===== src/rmrd_pkg.sv =====
`timescale 1ns / 1ps

package rmrd_pkg;

    localparam int MAX_WIDTH_DEF  = 4096;
    localparam int MAX_HEIGHT_DEF = 4096;

    localparam int CFG_W  = 13;
    localparam int ADDR_W = 3;
    localparam int DATA_W = 32;

    localparam logic [7:0] CODE_IMAGE_END = 8'h00;
    localparam logic [7:0] CODE_ROW_END   = 8'h80;

    localparam logic [ADDR_W-3:0] REG_IMAGE_WIDTH  = 1'b0;
    localparam logic [ADDR_W-3:0] REG_IMAGE_HEIGHT = 1'b1;

    typedef enum logic [1:0] {
        KIND_PIXEL     = 2'd0,
        KIND_ROW_END   = 2'd1,
        KIND_IMAGE_END = 2'd2
    } kind_t;

    typedef enum logic [1:0] {
        PH_CODE   = 2'd0,
        PH_REPEAT = 2'd1,
        PH_ENUM   = 2'd2
    } phase_t;

    typedef enum logic [1:0] {
        SQ_IDLE   = 2'd0,
        SQ_DECODE = 2'd1,
        SQ_RUN    = 2'd2
    } seq_t;

    typedef struct packed {
        logic [7:0] code_byte;
        logic       first;
    } code_t;

    typedef struct packed {
        kind_t       kind;
        logic [11:0] row;
        logic [11:0] column;
        logic [7:0]  blue;
        logic [7:0]  green;
        logic [7:0]  red;
        logic        last;
    } pix_t;

    typedef struct packed {
        logic [CFG_W-1:0] image_width;
        logic [CFG_W-1:0] image_height;
    } cfg_t;

endpackage


===== src/rmrd_cfg_regs.sv =====
`timescale 1ns / 1ps

module rmrd_cfg_regs (
    input  logic                         clk,
    input  logic                         rst_n,
    input  logic                         psel,
    input  logic                         penable,
    input  logic                         pwrite,
    input  logic [rmrd_pkg::ADDR_W-1:0]  paddr,
    input  logic [rmrd_pkg::DATA_W-1:0]  pwdata,
    output logic [rmrd_pkg::DATA_W-1:0]  prdata,
    output logic                         pready,
    output rmrd_pkg::cfg_t               cfg
);
    import rmrd_pkg::*;

    logic [CFG_W-1:0] width_reg;
    logic [CFG_W-1:0] height_reg;
    logic             wr_en;
    logic [ADDR_W-3:0] idx;

    assign idx    = paddr[ADDR_W-1:2];
    assign wr_en  = psel && penable && pwrite;
    assign pready = 1'b1;

    always_ff @(posedge clk or negedge rst_n)
    begin
        if (!rst_n)
        begin
            width_reg  <= CFG_W'(1);
            height_reg <= CFG_W'(1);
        end
        else if (wr_en)
        begin
            case (idx)
                REG_IMAGE_WIDTH:  width_reg  <= pwdata[CFG_W-1:0];
                REG_IMAGE_HEIGHT: height_reg <= pwdata[CFG_W-1:0];
                default:          width_reg  <= width_reg;
            endcase
        end
    end

    always_comb
    begin
        case (idx)
            REG_IMAGE_WIDTH:  prdata = DATA_W'(width_reg);
            REG_IMAGE_HEIGHT: prdata = DATA_W'(height_reg);
            default:          prdata = '0;
        endcase
    end

    assign cfg.image_width  = width_reg;
    assign cfg.image_height = height_reg;

endmodule


===== src/rmrd_room_clamp.sv =====
`timescale 1ns / 1ps

module rmrd_room_clamp #(
    parameter int CW = 13,
    parameter int EW = 13
) (
    input  logic [CW-1:0] column,
    input  logic [EW-1:0] width_eff,
    input  logic [6:0]    count,
    output logic [6:0]    kept
);
    logic [EW-1:0] col_ext;
    logic [EW-1:0] room;

    assign col_ext = EW'(column);
    assign room    = (col_ext >= width_eff) ? '0 : width_eff - col_ext;
    assign kept    = (EW'(count) < room) ? count : room[6:0];

endmodule


===== src/rgb_mask_rle_decoder_core.sv =====
// Flow: an accepted byte is decoded in the following cycle; a row end, image end or
// enumerated pixel is registered to the output while decoding, once the output slot is
// free, and the pixels of a repeat run follow from the run state after its red byte.
// No new byte is accepted while a byte is decoded or a repeat run is emitted
// (code_stall); an output stall holds either one.
// Reset: asynchronous active-low; width and height reset to 1, decoder at row 0.
`timescale 1ns / 1ps

module rgb_mask_rle_decoder_core #(
    parameter int MAX_WIDTH  = rmrd_pkg::MAX_WIDTH_DEF,
    parameter int MAX_HEIGHT = rmrd_pkg::MAX_HEIGHT_DEF
) (
    input  logic                         clk,
    input  logic                         rst_n,
    input  logic                         code_valid,
    output logic                         code_stall,
    input  rmrd_pkg::code_t              code_item,
    output logic                         pix_valid,
    input  logic                         pix_stall,
    output rmrd_pkg::pix_t               pix_item,
    input  logic                         psel,
    input  logic                         penable,
    input  logic                         pwrite,
    input  logic [rmrd_pkg::ADDR_W-1:0]  paddr,
    input  logic [rmrd_pkg::DATA_W-1:0]  pwdata,
    output logic [rmrd_pkg::DATA_W-1:0]  prdata,
    output logic                         pready
);
    import rmrd_pkg::*;

    localparam int CW  = $clog2(MAX_WIDTH + 1);
    localparam int RW  = $clog2(MAX_HEIGHT + 1);
    localparam int EW  = (CW > CFG_W) ? CW : CFG_W;
    localparam int EHW = (RW > CFG_W) ? RW : CFG_W;

    cfg_t cfg;

    seq_t          state_reg, state_next;
    phase_t        phase_reg, phase_next;
    logic [6:0]    remaining_reg, remaining_next;
    logic [6:0]    kept_reg, kept_next;
    logic [1:0]    bidx_reg, bidx_next;
    logic [RW-1:0] row_reg, row_next;
    logic [CW-1:0] col_reg, col_next;
    logic          finished_reg, finished_next;
    logic          out_valid_reg, out_valid_next;

    logic [7:0]    byte_reg, byte_next;
    logic [7:0]    blue_hold_reg, blue_hold_next;
    logic [7:0]    green_hold_reg, green_hold_next;
    logic [7:0]    red_hold_reg, red_hold_next;
    pix_t          out_reg, out_next;

    logic [EW-1:0]  width_eff;
    logic [EHW-1:0] height_eff;
    logic [EW-1:0]  col_ext;
    logic [EHW-1:0] row_ext;
    logic [RW-1:0]  row_inc;
    logic [CW-1:0]  col_inc;
    logic [6:0]     clamp_in;
    logic [6:0]     clamp_out;
    logic           slot_free;
    logic           accept;
    logic [6:0]     rem_dec;

    rmrd_cfg_regs u_cfg (
        .clk     (clk),
        .rst_n   (rst_n),
        .psel    (psel),
        .penable (penable),
        .pwrite  (pwrite),
        .paddr   (paddr),
        .pwdata  (pwdata),
        .prdata  (prdata),
        .pready  (pready),
        .cfg     (cfg)
    );

    assign width_eff  = (EW'(cfg.image_width) > EW'(MAX_WIDTH))
                        ? EW'(MAX_WIDTH) : EW'(cfg.image_width);
    assign height_eff = (EHW'(cfg.image_height) > EHW'(MAX_HEIGHT))
                        ? EHW'(MAX_HEIGHT) : EHW'(cfg.image_height);

    assign clamp_in = byte_reg[7] ? {1'b0, byte_reg[5:0]} : byte_reg[6:0];

    rmrd_room_clamp #(
        .CW (CW),
        .EW (EW)
    ) u_clamp (
        .column    (col_reg),
        .width_eff (width_eff),
        .count     (clamp_in),
        .kept      (clamp_out)
    );

    assign col_ext   = EW'(col_reg);
    assign row_ext   = EHW'(row_reg);
    assign row_inc   = row_reg + RW'(1);
    assign col_inc   = col_reg + CW'(1);
    assign rem_dec   = (remaining_reg != 7'd0) ? remaining_reg - 7'd1 : 7'd0;
    assign slot_free = !out_valid_reg || !pix_stall;
    assign accept    = code_valid && !code_stall;

    assign code_stall = (state_reg != SQ_IDLE);
    assign pix_valid  = out_valid_reg;
    assign pix_item   = out_reg;

    always_comb
    begin
        state_next      = state_reg;
        phase_next      = phase_reg;
        remaining_next  = remaining_reg;
        kept_next       = kept_reg;
        bidx_next       = bidx_reg;
        row_next        = row_reg;
        col_next        = col_reg;
        finished_next   = finished_reg;
        byte_next       = byte_reg;
        blue_hold_next  = blue_hold_reg;
        green_hold_next = green_hold_reg;
        red_hold_next   = red_hold_reg;
        out_next        = out_reg;
        out_valid_next  = out_valid_reg && pix_stall;

        case (state_reg)
            SQ_IDLE:
            begin
                if (accept)
                begin
                    byte_next  = code_item.code_byte;
                    state_next = SQ_DECODE;
                    if (code_item.first)
                    begin
                        phase_next     = PH_CODE;
                        remaining_next = '0;
                        kept_next      = '0;
                        bidx_next      = '0;
                        row_next       = '0;
                        col_next       = '0;
                        finished_next  = 1'b0;
                    end
                end
            end

            SQ_DECODE:
            begin
                if (finished_reg || row_ext >= height_eff)
                begin
                    state_next = SQ_IDLE;
                end
                else if (phase_reg == PH_CODE)
                begin
                    if (byte_reg == CODE_IMAGE_END)
                    begin
                        if (slot_free)
                        begin
                            out_next       = '0;
                            out_next.kind  = KIND_IMAGE_END;
                            out_next.row   = row_ext[11:0];
                            out_next.last  = 1'b1;
                            out_valid_next = 1'b1;
                            finished_next  = 1'b1;
                            state_next     = SQ_IDLE;
                        end
                    end
                    else if (byte_reg == CODE_ROW_END)
                    begin
                        if (slot_free)
                        begin
                            out_next       = '0;
                            out_next.kind  = KIND_ROW_END;
                            out_next.row   = row_ext[11:0];
                            out_next.last  = 1'b1;
                            out_valid_next = 1'b1;
                            row_next       = row_inc;
                            col_next       = '0;
                            finished_next  = (EHW'(row_inc) >= height_eff);
                            state_next     = SQ_IDLE;
                        end
                    end
                    else if (byte_reg[7])
                    begin
                        if (byte_reg[6])
                        begin
                            col_next = col_reg + CW'(clamp_out);
                        end
                        else
                        begin
                            phase_next = PH_REPEAT;
                            kept_next  = clamp_out;
                            bidx_next  = '0;
                        end
                        state_next = SQ_IDLE;
                    end
                    else
                    begin
                        phase_next     = PH_ENUM;
                        remaining_next = byte_reg[6:0];
                        kept_next      = clamp_out;
                        bidx_next      = '0;
                        state_next     = SQ_IDLE;
                    end
                end
                else
                begin
                    case (bidx_reg)
                        2'd0:
                        begin
                            blue_hold_next = byte_reg;
                            bidx_next      = 2'd1;
                            state_next     = SQ_IDLE;
                        end
                        2'd1:
                        begin
                            green_hold_next = byte_reg;
                            bidx_next       = 2'd2;
                            state_next      = SQ_IDLE;
                        end
                        default:
                        begin
                            if (phase_reg == PH_REPEAT)
                            begin
                                bidx_next     = '0;
                                red_hold_next = byte_reg;
                                phase_next    = PH_CODE;
                                state_next    = (kept_reg != 7'd0) ? SQ_RUN : SQ_IDLE;
                            end
                            else if (kept_reg != 7'd0)
                            begin
                                if (slot_free)
                                begin
                                    out_next.kind   = KIND_PIXEL;
                                    out_next.row    = row_ext[11:0];
                                    out_next.column = col_ext[11:0];
                                    out_next.blue   = blue_hold_reg;
                                    out_next.green  = green_hold_reg;
                                    out_next.red    = byte_reg;
                                    out_next.last   = 1'b1;
                                    out_valid_next  = 1'b1;
                                    col_next        = col_inc;
                                    kept_next       = kept_reg - 7'd1;
                                    remaining_next  = rem_dec;
                                    bidx_next       = '0;
                                    if (rem_dec == 7'd0)
                                    begin
                                        phase_next = PH_CODE;
                                    end
                                    state_next = SQ_IDLE;
                                end
                            end
                            else
                            begin
                                remaining_next = rem_dec;
                                bidx_next      = '0;
                                if (rem_dec == 7'd0)
                                begin
                                    phase_next = PH_CODE;
                                end
                                state_next = SQ_IDLE;
                            end
                        end
                    endcase
                end
            end

            SQ_RUN:
            begin
                if (slot_free)
                begin
                    out_next.kind   = KIND_PIXEL;
                    out_next.row    = row_ext[11:0];
                    out_next.column = col_ext[11:0];
                    out_next.blue   = blue_hold_reg;
                    out_next.green  = green_hold_reg;
                    out_next.red    = red_hold_reg;
                    out_next.last   = (kept_reg == 7'd1);
                    out_valid_next  = 1'b1;
                    col_next        = col_inc;
                    kept_next       = kept_reg - 7'd1;
                    if (kept_reg == 7'd1)
                    begin
                        state_next = SQ_IDLE;
                    end
                end
            end

            default:
            begin
                state_next = SQ_IDLE;
            end
        endcase
    end

    always_ff @(posedge clk or negedge rst_n)
    begin
        if (!rst_n)
        begin
            state_reg     <= SQ_IDLE;
            phase_reg     <= PH_CODE;
            remaining_reg <= '0;
            kept_reg      <= '0;
            bidx_reg      <= '0;
            row_reg       <= '0;
            col_reg       <= '0;
            finished_reg  <= 1'b0;
            out_valid_reg <= 1'b0;
        end
        else
        begin
            state_reg     <= state_next;
            phase_reg     <= phase_next;
            remaining_reg <= remaining_next;
            kept_reg      <= kept_next;
            bidx_reg      <= bidx_next;
            row_reg       <= row_next;
            col_reg       <= col_next;
            finished_reg  <= finished_next;
            out_valid_reg <= out_valid_next;
        end
    end

    always_ff @(posedge clk)
    begin
        byte_reg       <= byte_next;
        blue_hold_reg  <= blue_hold_next;
        green_hold_reg <= green_hold_next;
        red_hold_reg   <= red_hold_next;
        out_reg        <= out_next;
    end

`ifndef SYNTHESIS
    a_run_has_pixels: assert property (@(posedge clk) disable iff (!rst_n)
        state_reg == SQ_RUN |-> kept_reg != 7'd0)
        else $error("repeat run entered with nothing left to emit");

    a_accept_decodes: assert property (@(posedge clk) disable iff (!rst_n)
        accept |=> state_reg == SQ_DECODE)
        else $error("accepted item not decoded next cycle");

    a_column_bound: assert property (@(posedge clk) disable iff (!rst_n)
        col_ext <= EW'(MAX_WIDTH))
        else $error("column beyond maximum width");

    a_row_bound: assert property (@(posedge clk) disable iff (!rst_n)
        row_ext <= EHW'(MAX_HEIGHT))
        else $error("row beyond maximum height");
`endif

endmodule


===== config.mk =====
export PLATFORM = sky130hd
export DESIGN_NAME = rgb_mask_rle_decoder_core
export DESIGN_NICKNAME = d
export VERILOG_FILES = /design/src/rmrd_pkg.sv /design/src/rmrd_cfg_regs.sv /design/src/rmrd_room_clamp.sv /design/src/rgb_mask_rle_decoder_core.sv
export SDC_FILE = /design/constraint.sdc
export NUM_CORES = 1
export LEC_CHECK = 0
export BUFFER_PORTS_ARGS = -buffer_cell sky130_fd_sc_hd__buf_2
export CORE_ASPECT_RATIO = 1.1
export CORE_MARGIN = 2
export CORE_UTILIZATION = 41
export DETAILED_ROUTE_END_ITERATION = 10
export SETUP_SLACK_MARGIN = 0.3
export SKIP_CTS_REPAIR_TIMING = 1
export SLEW_MARGIN = 5
export SYNTH_ARGS = -nofsm -noshare
export SYNTH_HDL_FRONTEND = slang
export SYNTH_SLANG_ARGS = --single-unit

===== constraint.sdc =====
create_clock -name clk -period 6.1 [get_ports clk]
set_input_delay 0.61 -clock clk [delete_from_list [all_inputs] [get_ports clk]]
set_output_delay 0.61 -clock clk [all_outputs]
set_load 0.01 [all_outputs]

==> run metrics, run 1 <==
Post-synth top flop edfxtp_1; reg2reg path depth 27; CTS tree yes; PnR worst setup slack 590 ps; biggest area consumer among synthesized cells edfxtp_1; CP Class flop to flop; WP data required 6440 ps; Mapped Cells 934; chip height 164 um; all-layer global routing usage 20.0%; CP Data Arrival Time 5850 ps; sequential element share of the synthesized area 45.8%; total negative slack 0 ps; H-tree levels 4; remaining antenna violation count 0; Die Wd 149 um; # setup viols final 0; Initial Util 41.6%; initial antenna violation count 0; Post-Synth Simple-Gate Area 16.6%; Max FO, Critical Path 8; max reg flops 51; max_slew headroom 30.0%; Post-synth EDFFs 83; Place WS 169 ps; post-synthesis xor/xnor area fraction 2.59%; row count 58; hpwl dp 16.8 mm; first-pass GRT wire length 37.9 mm; Slew Viols, Final 0; Post-Route WL 23.6 mm; NumNets Final 1,142; non-filler instance count after layout 1,340; TritonCTS Buffers 17; CP bufs+invs 1; RePlAce Congestion 0.885; Commonest cells post-synth nand2_1, edfxtp_1, dfrtp_1; reg2reg setup slack 590 ps; synthesized area 9480 um^2; top cell type's share of synthesized area 26.3%; Max Freq 181 MHz; CTS Sinks 157; Post-DP Area 10,200 um^2; count of final hold-check violations 0; minimum clock period 5510 ps; clock skew 11.7 ps; Iter 0 DRT Violations 660; worst hold-check path type primary input to asynchronous set/reset pin; largest cells by area after synthesis edfxtp_1, dfrtp_1, ha_1, mux2_2, nand2_1; Post-Place Cells 1,301; Setup crit start u_cfg.width_reg[12]; Netlist cell types 86; Synth Area per Inst 10.2 um^2; crit share post-route 90.3%; main combinational cell family by area after synthesis simple AND/OR/NAND/NOR gates; DRC viols 0; fillers 2,202; Area Growth Syn to Fin 14.7%; Startpoint Class flop; number of diodes 0; die area 24,400 um^2; CP delay by family, top compound AO/OA/AOI/OAI gates; pin count of the biggest net entering global routing 75; Critical Path End Type flop; share of layout cells above drive strength 1 21.3%; Syn. warnings 0; Avg WL per Cell 17.6 um; Yosys reg bits 157; fin area 10,900 um^2; Leak 4.52 nW; worst slew pin tran 1050 ps; Compound-Gate Fraction of Synth Area 16.1%; I/O Buffers 95; crit-path max cell delay 450 ps; GRT Residual Overflow 0; vias per cell 5.56; vias after detailed routing 7,448; PD cells 494 nW/um^2; R2R Path Start u_cfg.width_reg[12]; first-pass detailed-route iteration total 5; reg2reg end col_ext[12]; most common cell in the netlist nand2_1; VDD IR-drop max 316 uV; Hold WS 332 ps; clk buf depth 2; Root Buffer clkbuf_16; clock-pin slew on the worst setup and hold paths 70 ps; max-cap viol count 0; clk_lat worst skew 440 ps; status complete, no violations; Adder-Cell Fraction of Synth Area 8.60%; Slowest-stage cell, CP dfrtp_2; # IOs 137; vias in the first global route 7,126; unrepaired setup endpoints after global routing no; Core Region 22,800 um^2; Async SR Flop Fraction 47.1%; mux cell area share after synthesis 5.69%
-- where the power goes --
part	leakage [nW]	internal [mW]	total (mW)	switching (mW)
combinational	2.50	0.997	2.62	1.63
clock	0.286	0.551	1.07	0.519
sequential	1.74	1.47	1.68	0.208
total	4.52	3.02	5.37	2.35
-- worst register-to-register path: stages (launching register included) --
cell       delay [ps]
dfrtp_2           450
buf_2             190
nand2b_1          180
ha_1              200
nand2b_1          190
a21oi_2           250
o2111ai_2         180
nand2_1           100
and2_2            200
nand2_1           100
ha_1              300
a21o_1            180
a21oi_1           140
o21ai_1            90
o22ai_1           170
a21oi_2            80
o21ai_4           140
mux2_4            330
ha_1              210
fa_1              410
a21o_1            180
a21o_1            210
a211oi_2          260
o21bai_1          160
a21oi_2           220
o31a_1            160
o21ai_0            70
o31ai_1            80
-- layout by cell type (no fill, tap or decap), types with 33 or more instances in the layout --
master and instances:
buf_2 95, nand2_1 92, edfxtp_1 83, dfrtp_1 70, o21ai_0 64, nor2_1 63, ha_1 61, mux2_2 42
a21oi_1 41, nor2b_1 33
-- worst max path at each step --
stage                              to  slack, ps  cells past startpoint
after floorplan           col_ext[12]        880                     27
after global placement    col_ext[12]        250                     26
after detailed placement  col_ext[12]        170                     26
after CTS                 col_ext[12]        150                     26
after global routing      col_ext[12]        290                     27
final                     col_ext[12]        590                     27
-- final cells by class --
cell class | instances | area (um^2) | share of cell area (%)
multi-input combinational | 708 | 4840 | 44.5
sequential | 157 | 4350 | 40.0
timing repair buffer | 110 | 588 | 5.41
clock buffer | 17 | 425 | 3.91
tap | 300 | 375 | 3.45
clock inverter | 15 | 173 | 1.59
inverter | 33 | 124 | 1.14
-- cells by family after synthesis --
logic type	count (synthesis)
mux	48
buf+inv	87
xor+xnor	28
other cells	2
simple gates	317
flops	157
compound gates	231
fa+ha+maj	64
-- layer usage --
layer  wire length (um)  share of wire (%)  vias up  track usage (%)
li1                   -                  -     3600                -
met1              10700                 45     3571             26.6
met2              11100                 47      248             32.7
met3               1380                5.8       29             4.50
met4                390                1.7        0             6.06
met5                  0                  0        -                0
-- metrics by stage --
step / total power [mW] / utilization [%]
6_report: 5.37 / 47.7
5_1_grt: 5.78 / 47.7
4_1_cts: 5.31 / 47.2
3_5_place_dp: 4.22 / 44.6
3_3_place_gp: 4.20 / 44.6
2_1_floorplan: 3.51 / -
Power figures use the tool's default switching activity.
==> inputs of run 2 (changes only) <==
- CORE_MARGIN: 2 -> 5
- clock period: 6.1 -> 5.95 ns (I/O delays scaled with it)
==> run metrics, run 2 (same netlist as run 1, synthesis figures left out) <==
first-pass GRT wire length 37.5 mm (was 37.9 mm); status complete, no violations (unchanged); Core Region 22,900 um^2 (was 22,800 um^2); Hold WS 323 ps (was 332 ps); Max Freq 183 MHz (was 181 MHz); Pwr Total 5.65 mW (was 5.37 mW); vias after detailed routing 7,448 (unchanged); clock skew 14.2 ps (was 11.7 ps); PnR worst setup slack 498 ps (was 590 ps); Slew Viols, Final 0 (unchanged); number of diodes 0 (unchanged); clk buf depth 2 (unchanged); Post-Route WL 24.3 mm (was 23.6 mm); Place WS 36.1 ps (was 169 ps); first-pass detailed-route iteration total 6 (was 5); # setup viols final 0 (unchanged); row count 58 (unchanged); most frequent cells in the layout buf_2, nand2_1, edfxtp_1 (unchanged); count of final hold-check violations 0 (unchanged); H-tree levels 4 (unchanged); worst hold-check path type primary input to asynchronous set/reset pin (unchanged); commonest non-fill, non-tap cell in the layout buf_2 (unchanged); minimum clock period 5450 ps (was 5510 ps); fin area 11,000 um^2 (was 10,900 um^2); clk_lat worst skew 440 ps (about the same); max reg flops 51 (unchanged); chip height 170 um (was 164 um); DRC viols 0 (unchanged); Area Growth Syn to Fin 16.3% (was 14.7%); RePlAce Congestion 0.916 (was 0.885); pin count of the biggest net entering global routing 75 (unchanged); grt peak-use layer met2 (unchanged); CP Class flop to flop (unchanged); remaining antenna violation count 0 (unchanged); GRT Residual Overflow 0 (unchanged); CP Data Arrival Time 5780 ps (was 5850 ps); Critical Path End Type flop (unchanged); PD cells 512 nW/um^2 (was 494 nW/um^2); max-cap viol count 0 (unchanged); unrepaired setup endpoints after global routing no (unchanged); Avg WL per Cell 18.0 um (was 17.6 um); vias in the first global route 7,024 (was 7,126); initial antenna violation count 1 (was 0); crit share post-route 91.6% (was 90.3%); NumNets Final 1,157 (was 1,142); met1 Track Usage GR 25.3% (was 26.6%); I/O Buffers 95 (unchanged); vias per cell 5.50 (was 5.56); worst slew pin tran 1140 ps (was 1050 ps); Iter 0 DRT Violations 580 (was 660); met3 Track Usage GR 3.77% (was 4.50%); CTS Sinks 157 (unchanged); WP data required 6280 ps (was 6440 ps); # IOs 137 (unchanged); clock-pin slew on the worst setup and hold paths 70 ps (about the same); share of layout cells above drive strength 1 23.0% (was 21.3%); Post-Place Cells 1,311 (was 1,301); max_slew headroom 23.5% (was 30.0%); VDD IR-drop max 292 uV (was 316 uV); die area 26,300 um^2 (was 24,400 um^2); Post-DP Area 10,200 um^2 (about the same); Die Wd 155 um (was 149 um); CTS tree yes (unchanged); Leak 4.62 nW (was 4.52 nW); Max FO, Critical Path 7 (was 8); hpwl dp 17.2 mm (was 16.8 mm); all-layer global routing usage 18.0% (was 20.0%); non-filler instance count after layout 1,355 (was 1,340); met2 Use GR 28.0% (was 32.7%); TritonCTS Buffers 17 (unchanged); Startpoint Class flop (unchanged); Initial Util 41.5% (was 41.6%); Root Buffer clkbuf_16 (unchanged)
[run 2: changes by cell type in the layout (fill, tap and decap cells not counted), sizes merged]
cell	change
buf	+14
clkinv	-2
inv	+2
clkbuf	+1
[run 2: worst paths after layout]
| check | start | endpoint | slack (ps) | depth (start not counted) |
|---|---|---|---|---|
| hold / removal | rst_n | col_ext[6] | 320 | 1 |
| hold reg to reg | col_ext[12] | col_ext[12] | 490 | 1 |
| min in group clk | code_item[2] | byte_reg[1] | 340 | 1 |
| setup reg to reg | u_cfg.width_reg[12] | col_ext[10] | 500 | 26 |
| max in group asynchronous | rst_n | u_cfg.width_reg[12] | 4910 | 1 |
| setup / recovery | u_cfg.width_reg[12] | col_ext[10] | 500 | 26 |
[run 2: final cells by class]
type                    count  area (um^2)
clock inverters            15          168
inverters                  33          124
repair buffers            125          719
multi-input cells         708         4870
fillers                  2170        11800
flip-flops and latches    157         4350
well taps                 300          375
clock buffers              17          425
[run 2: through the flow]
step	TNS, ps	utilization [%]
after floorplan	0	-
after global placement	0	44.8
after detailed placement	0	44.8
after CTS	-35.2	47.4
after global routing	0	48.3
final	0	48.3
[run 2: critical path, stage by stage (launching register included)]
cell and delay, ps:
dfrtp_2 400, clkbuf_4 210, nand2b_1 170, ha_1 170, inv_1 50, fa_1 430, a21o_1 190, a21oi_1 220
xnor2_2 170, nand2_1 120, ha_1 310, inv_1 40, o21ai_1 160, nor2_1 80, a21oi_2 270, o21ai_4 100
mux2_4 300, ha_1 210, fa_1 410, a21o_1 180, a21o_1 220, a211oi_2 260, o21bai_2 130, a21oi_2 210
o31a_1 160, o21ai_0 70, o31ai_1 90
[run 2: per-layer routing]
layer  share of wire, %  routed length (um)
met1                 46               11200
met2                 46               11300
met4                1.6                 395
met3                5.7                1400
met5              0.029                   7
[run 2: power by group]
group / internal, mW / leakage [nW] / switching (mW)
Clock: 0.567 / 0.287 / 0.530
Combinational: 1.10 / 2.59 / 1.74
Sequential: 1.51 / 1.74 / 0.201
==> inputs of run 3 (changes only) <==
- ABC_AREA: not set -> 1
==> run metrics, run 3 <==
status complete, no violations (unchanged); # setup viols final 0 (unchanged); clk_lat worst skew 440 ps (about the same); Internal 2.98 mW (was 3.18 mW); Max FO, Critical Path 8 (was 7); Synth Area per Inst 8.24 um^2 (was 10.2 um^2); DRC viols 0 (unchanged); total negative slack 0 ps (unchanged); chip height 173 um (was 170 um); Adder-Cell Fraction of Synth Area 8.22% (was 8.60%); Core Region 23,800 um^2 (was 22,900 um^2); commonest non-fill, non-tap cell in the layout nand2_1 (was buf_2); VDD IR-drop max 227 uV (was 292 uV); Max Freq 190 MHz (was 183 MHz); synthesized area 9930 um^2 (was 9480 um^2); Compound-Gate Fraction of Synth Area 9.53% (was 16.1%); Reg area 4350 um^2 (about the same); first-pass detailed-route iteration total 6 (unchanged); first-pass GRT wire length 39.9 mm (was 37.5 mm); CP Class flop to flop (unchanged); clock skew 15.3 ps (was 14.2 ps); area of the multi-input gates 5000 um^2 (was 4870 um^2); Post-synth top flop edfxtp_1 (unchanged); pin count of the biggest net entering global routing 75 (unchanged); Leak 5.35 nW (was 4.62 nW); max reg flops 51 (unchanged); Root Buffer clkbuf_16 (unchanged); Slowest-stage cell, CP dfrtp_1 (was fa_1); PD cells 465 nW/um^2 (was 512 nW/um^2); Yosys reg bits 157 (unchanged); Die Wd 158 um (was 155 um); CTS tree yes (unchanged); Commonest cells post-synth nand2_1, inv_1, nor2_1 (was nand2_1, edfxtp_1, dfrtp_1); remaining antenna violation count 0 (unchanged); Initial Util 41.8% (was 41.5%); Post-synth EDFFs 83 (unchanged); Avg WL per Cell 15.4 um (was 18.0 um); sequential element share of the synthesized area 43.8% (was 45.8%); RePlAce Congestion 0.919 (was 0.916); Async SR Flop Fraction 47.1% (unchanged); die area 27,400 um^2 (was 26,300 um^2); CP Data Arrival Time 5600 ps (was 5780 ps); clock-pin slew on the worst setup and hold paths 70 ps (about the same); largest cells by area after synthesis edfxtp_1, dfrtp_1, nand2_1, ha_1, inv_1 (was edfxtp_1, dfrtp_1, ha_1, mux2_2, nand2_1); GRT Residual Overflow 0 (unchanged); main combinational cell family by area after synthesis simple AND/OR/NAND/NOR gates (unchanged); unrepaired setup endpoints after global routing no (unchanged); clk buf depth 2 (unchanged); crit share post-route 88.7% (was 91.6%); worst hold-check path type primary input to asynchronous set/reset pin (unchanged); Iter 0 DRT Violations 462 (was 580); Comb power frac 48.9% (was 50.3%); minimum clock period 5280 ps (was 5450 ps); most common cell in the netlist nand2_1 (unchanged); biggest area consumer among synthesized cells edfxtp_1 (unchanged); count of final hold-check violations 0 (unchanged); reg2reg path depth 35 (was 26); vias in the first global route 7,766 (was 7,024); share of layout cells above drive strength 1 18.2% (was 23.0%); number of diodes 0 (unchanged); top cell type's share of synthesized area 25.1% (was 26.3%); reg2reg setup slack 670 ps (was 500 ps); Slew Viols, Final 0 (unchanged); WP data required 6280 ps (about the same); Clock Power Share 21.2% (was 19.4%); vias per cell 5.00 (was 5.50); Post-Route WL 25.0 mm (was 24.3 mm); Mapped Cells 1,205 (was 934); Switch Pwr 2.35 mW (was 2.47 mW); R2R Path Start u_cfg.width_reg[3] (was u_cfg.width_reg[12]); mux cell area share after synthesis 0% (was 5.69%); crit-path max cell delay 410 ps (was 430 ps); Critical Path End Type flop (unchanged); max_slew headroom 32.0% (was 23.5%); CTS Sinks 157 (unchanged); most frequent cells in the layout nand2_1, inv_1, buf_2 (was buf_2, nand2_1, edfxtp_1); H-tree levels 4 (unchanged); hpwl dp 18.5 mm (was 17.2 mm); vias after detailed routing 8,088 (was 7,448); row count 59 (was 58); TritonCTS Buffers 17 (unchanged); Post-Synth Simple-Gate Area 27.1% (was 16.6%); # IOs 137 (unchanged); all-layer global routing usage 18.2% (was 18.0%); I/O Buffers 95 (unchanged); reg2reg end col_ext[11] (was col_ext[10]); NumNets Final 1,416 (was 1,157); worst slew pin tran 1020 ps (was 1140 ps); fraction of power consumed by sequential logic 29.9% (was 30.3%); fillers 2,369 (was 2,170); max-cap viol count 0 (unchanged); sw frac 44.2% (was 43.7%); Netlist cell types 56 (was 86); Syn. warnings 0 (unchanged); initial antenna violation count 0 (was 1); Pwr Total 5.33 mW (was 5.65 mW); Area Growth Syn to Fin 15.5% (was 16.3%); Startpoint Class flop (unchanged); post-synthesis xor/xnor area fraction 2.56% (was 2.59%)
-- run 3: cell count changes in the layout (fill, tap and decap cells not counted), moves of 11 or more --
cell,before,now
nand2_1,92,302
inv_1,32,144
nand3_1,27,72
mux2_2,42,0
nor2b_1,31,0
nand2_2,0,28
nor2_1,63,90
buf_4,28,6
a31oi_1,16,4
a21o_1,13,2
-- run 3: kinds of logic after synthesis --
group | Yosys count
AOI/OAI and AO/OA | 163
buffers and inverters | 201
adders and majority gates | 64
and+or+nand+nor | 589
DFF | 157
other | 2
xor gates and xnor gates | 29
-- run 3: worst max-delay path by stage --
| stage | start | to | slack [ps] | cells past startpoint |
|---|---|---|---|---|
| finish | u_cfg.width_reg[3] | col_ext[11] | 670 | 35 |
| global placement | u_cfg.width_reg[8] | col_ext[11] | 620 | 34 |
| detailed placement | u_cfg.width_reg[8] | col_ext[6] | 550 | 35 |
| global route | u_cfg.width_reg[3] | col_ext[6] | 280 | 37 |
| floorplan | u_cfg.width_reg[0] | col_ext[6] | 1170 | 34 |
| CTS | u_cfg.width_reg[8] | col_ext[6] | 490 | 35 |
-- run 3: critical path: cells and delay by family, from the launching register on --
kind	cells	cell delay (ps)
xor gates and xnor gates	1	170
adders and majority gates	3	740
AOI/OAI and AO/OA	3	400
and+or+nand+nor	24	3030
DFF	1	410
buffers and inverters	4	440
-- run 3: final cells by class --
type                    instances  share of cell area, %
repair buffers                101                   4.67
repair inverters                1                 0.0654
clock inverters                15                   1.53
well taps                     305                   3.33
flip-flops and latches        157                   37.9
inverters                     158                   5.25
multi-input cells             865                   43.6
clock buffers                  17                   3.71
-- run 3: layer usage --
layer	global-route usage (%)	vias up	part of all wire [%]	wire length [um]
li1	-	4144	-	-
met1	24.8	3713	46	11600
met2	29.2	184	47	11800
met3	2.97	47	3.9	968
met4	6.33	0	2.4	595
met5	0	-	0	0
-- run 3: power by group through the flow --
stage | Sequential, mW | Clock [mW] | Combinational, mW
floorplan | 1.61 | 0 | 1.84
global placement | 1.61 | 0 | 2.44
detailed placement | 1.61 | 0 | 2.48
CTS | 1.59 | 1.16 | 2.49
global route | 1.62 | 1.21 | 2.95
finish | 1.59 | 1.13 | 2.61
-- run 3: stage by stage --
stage / instance area, um^2 / hold slack, ps / cells / utilization [%] / setup slack, ps
floorplan: 10000 / 299 / 1223 / - / 1170
global placement: 10600 / 469 / 1584 / 44.7 / 619
detailed placement: 10600 / 480 / 1584 / 44.7 / 554
CTS: 11200 / 315 / 1616 / 47.2 / 488
global route: 11500 / 316 / 1619 / 48.3 / 281
finish: 11500 / 330 / 1619 / 48.3 / 674
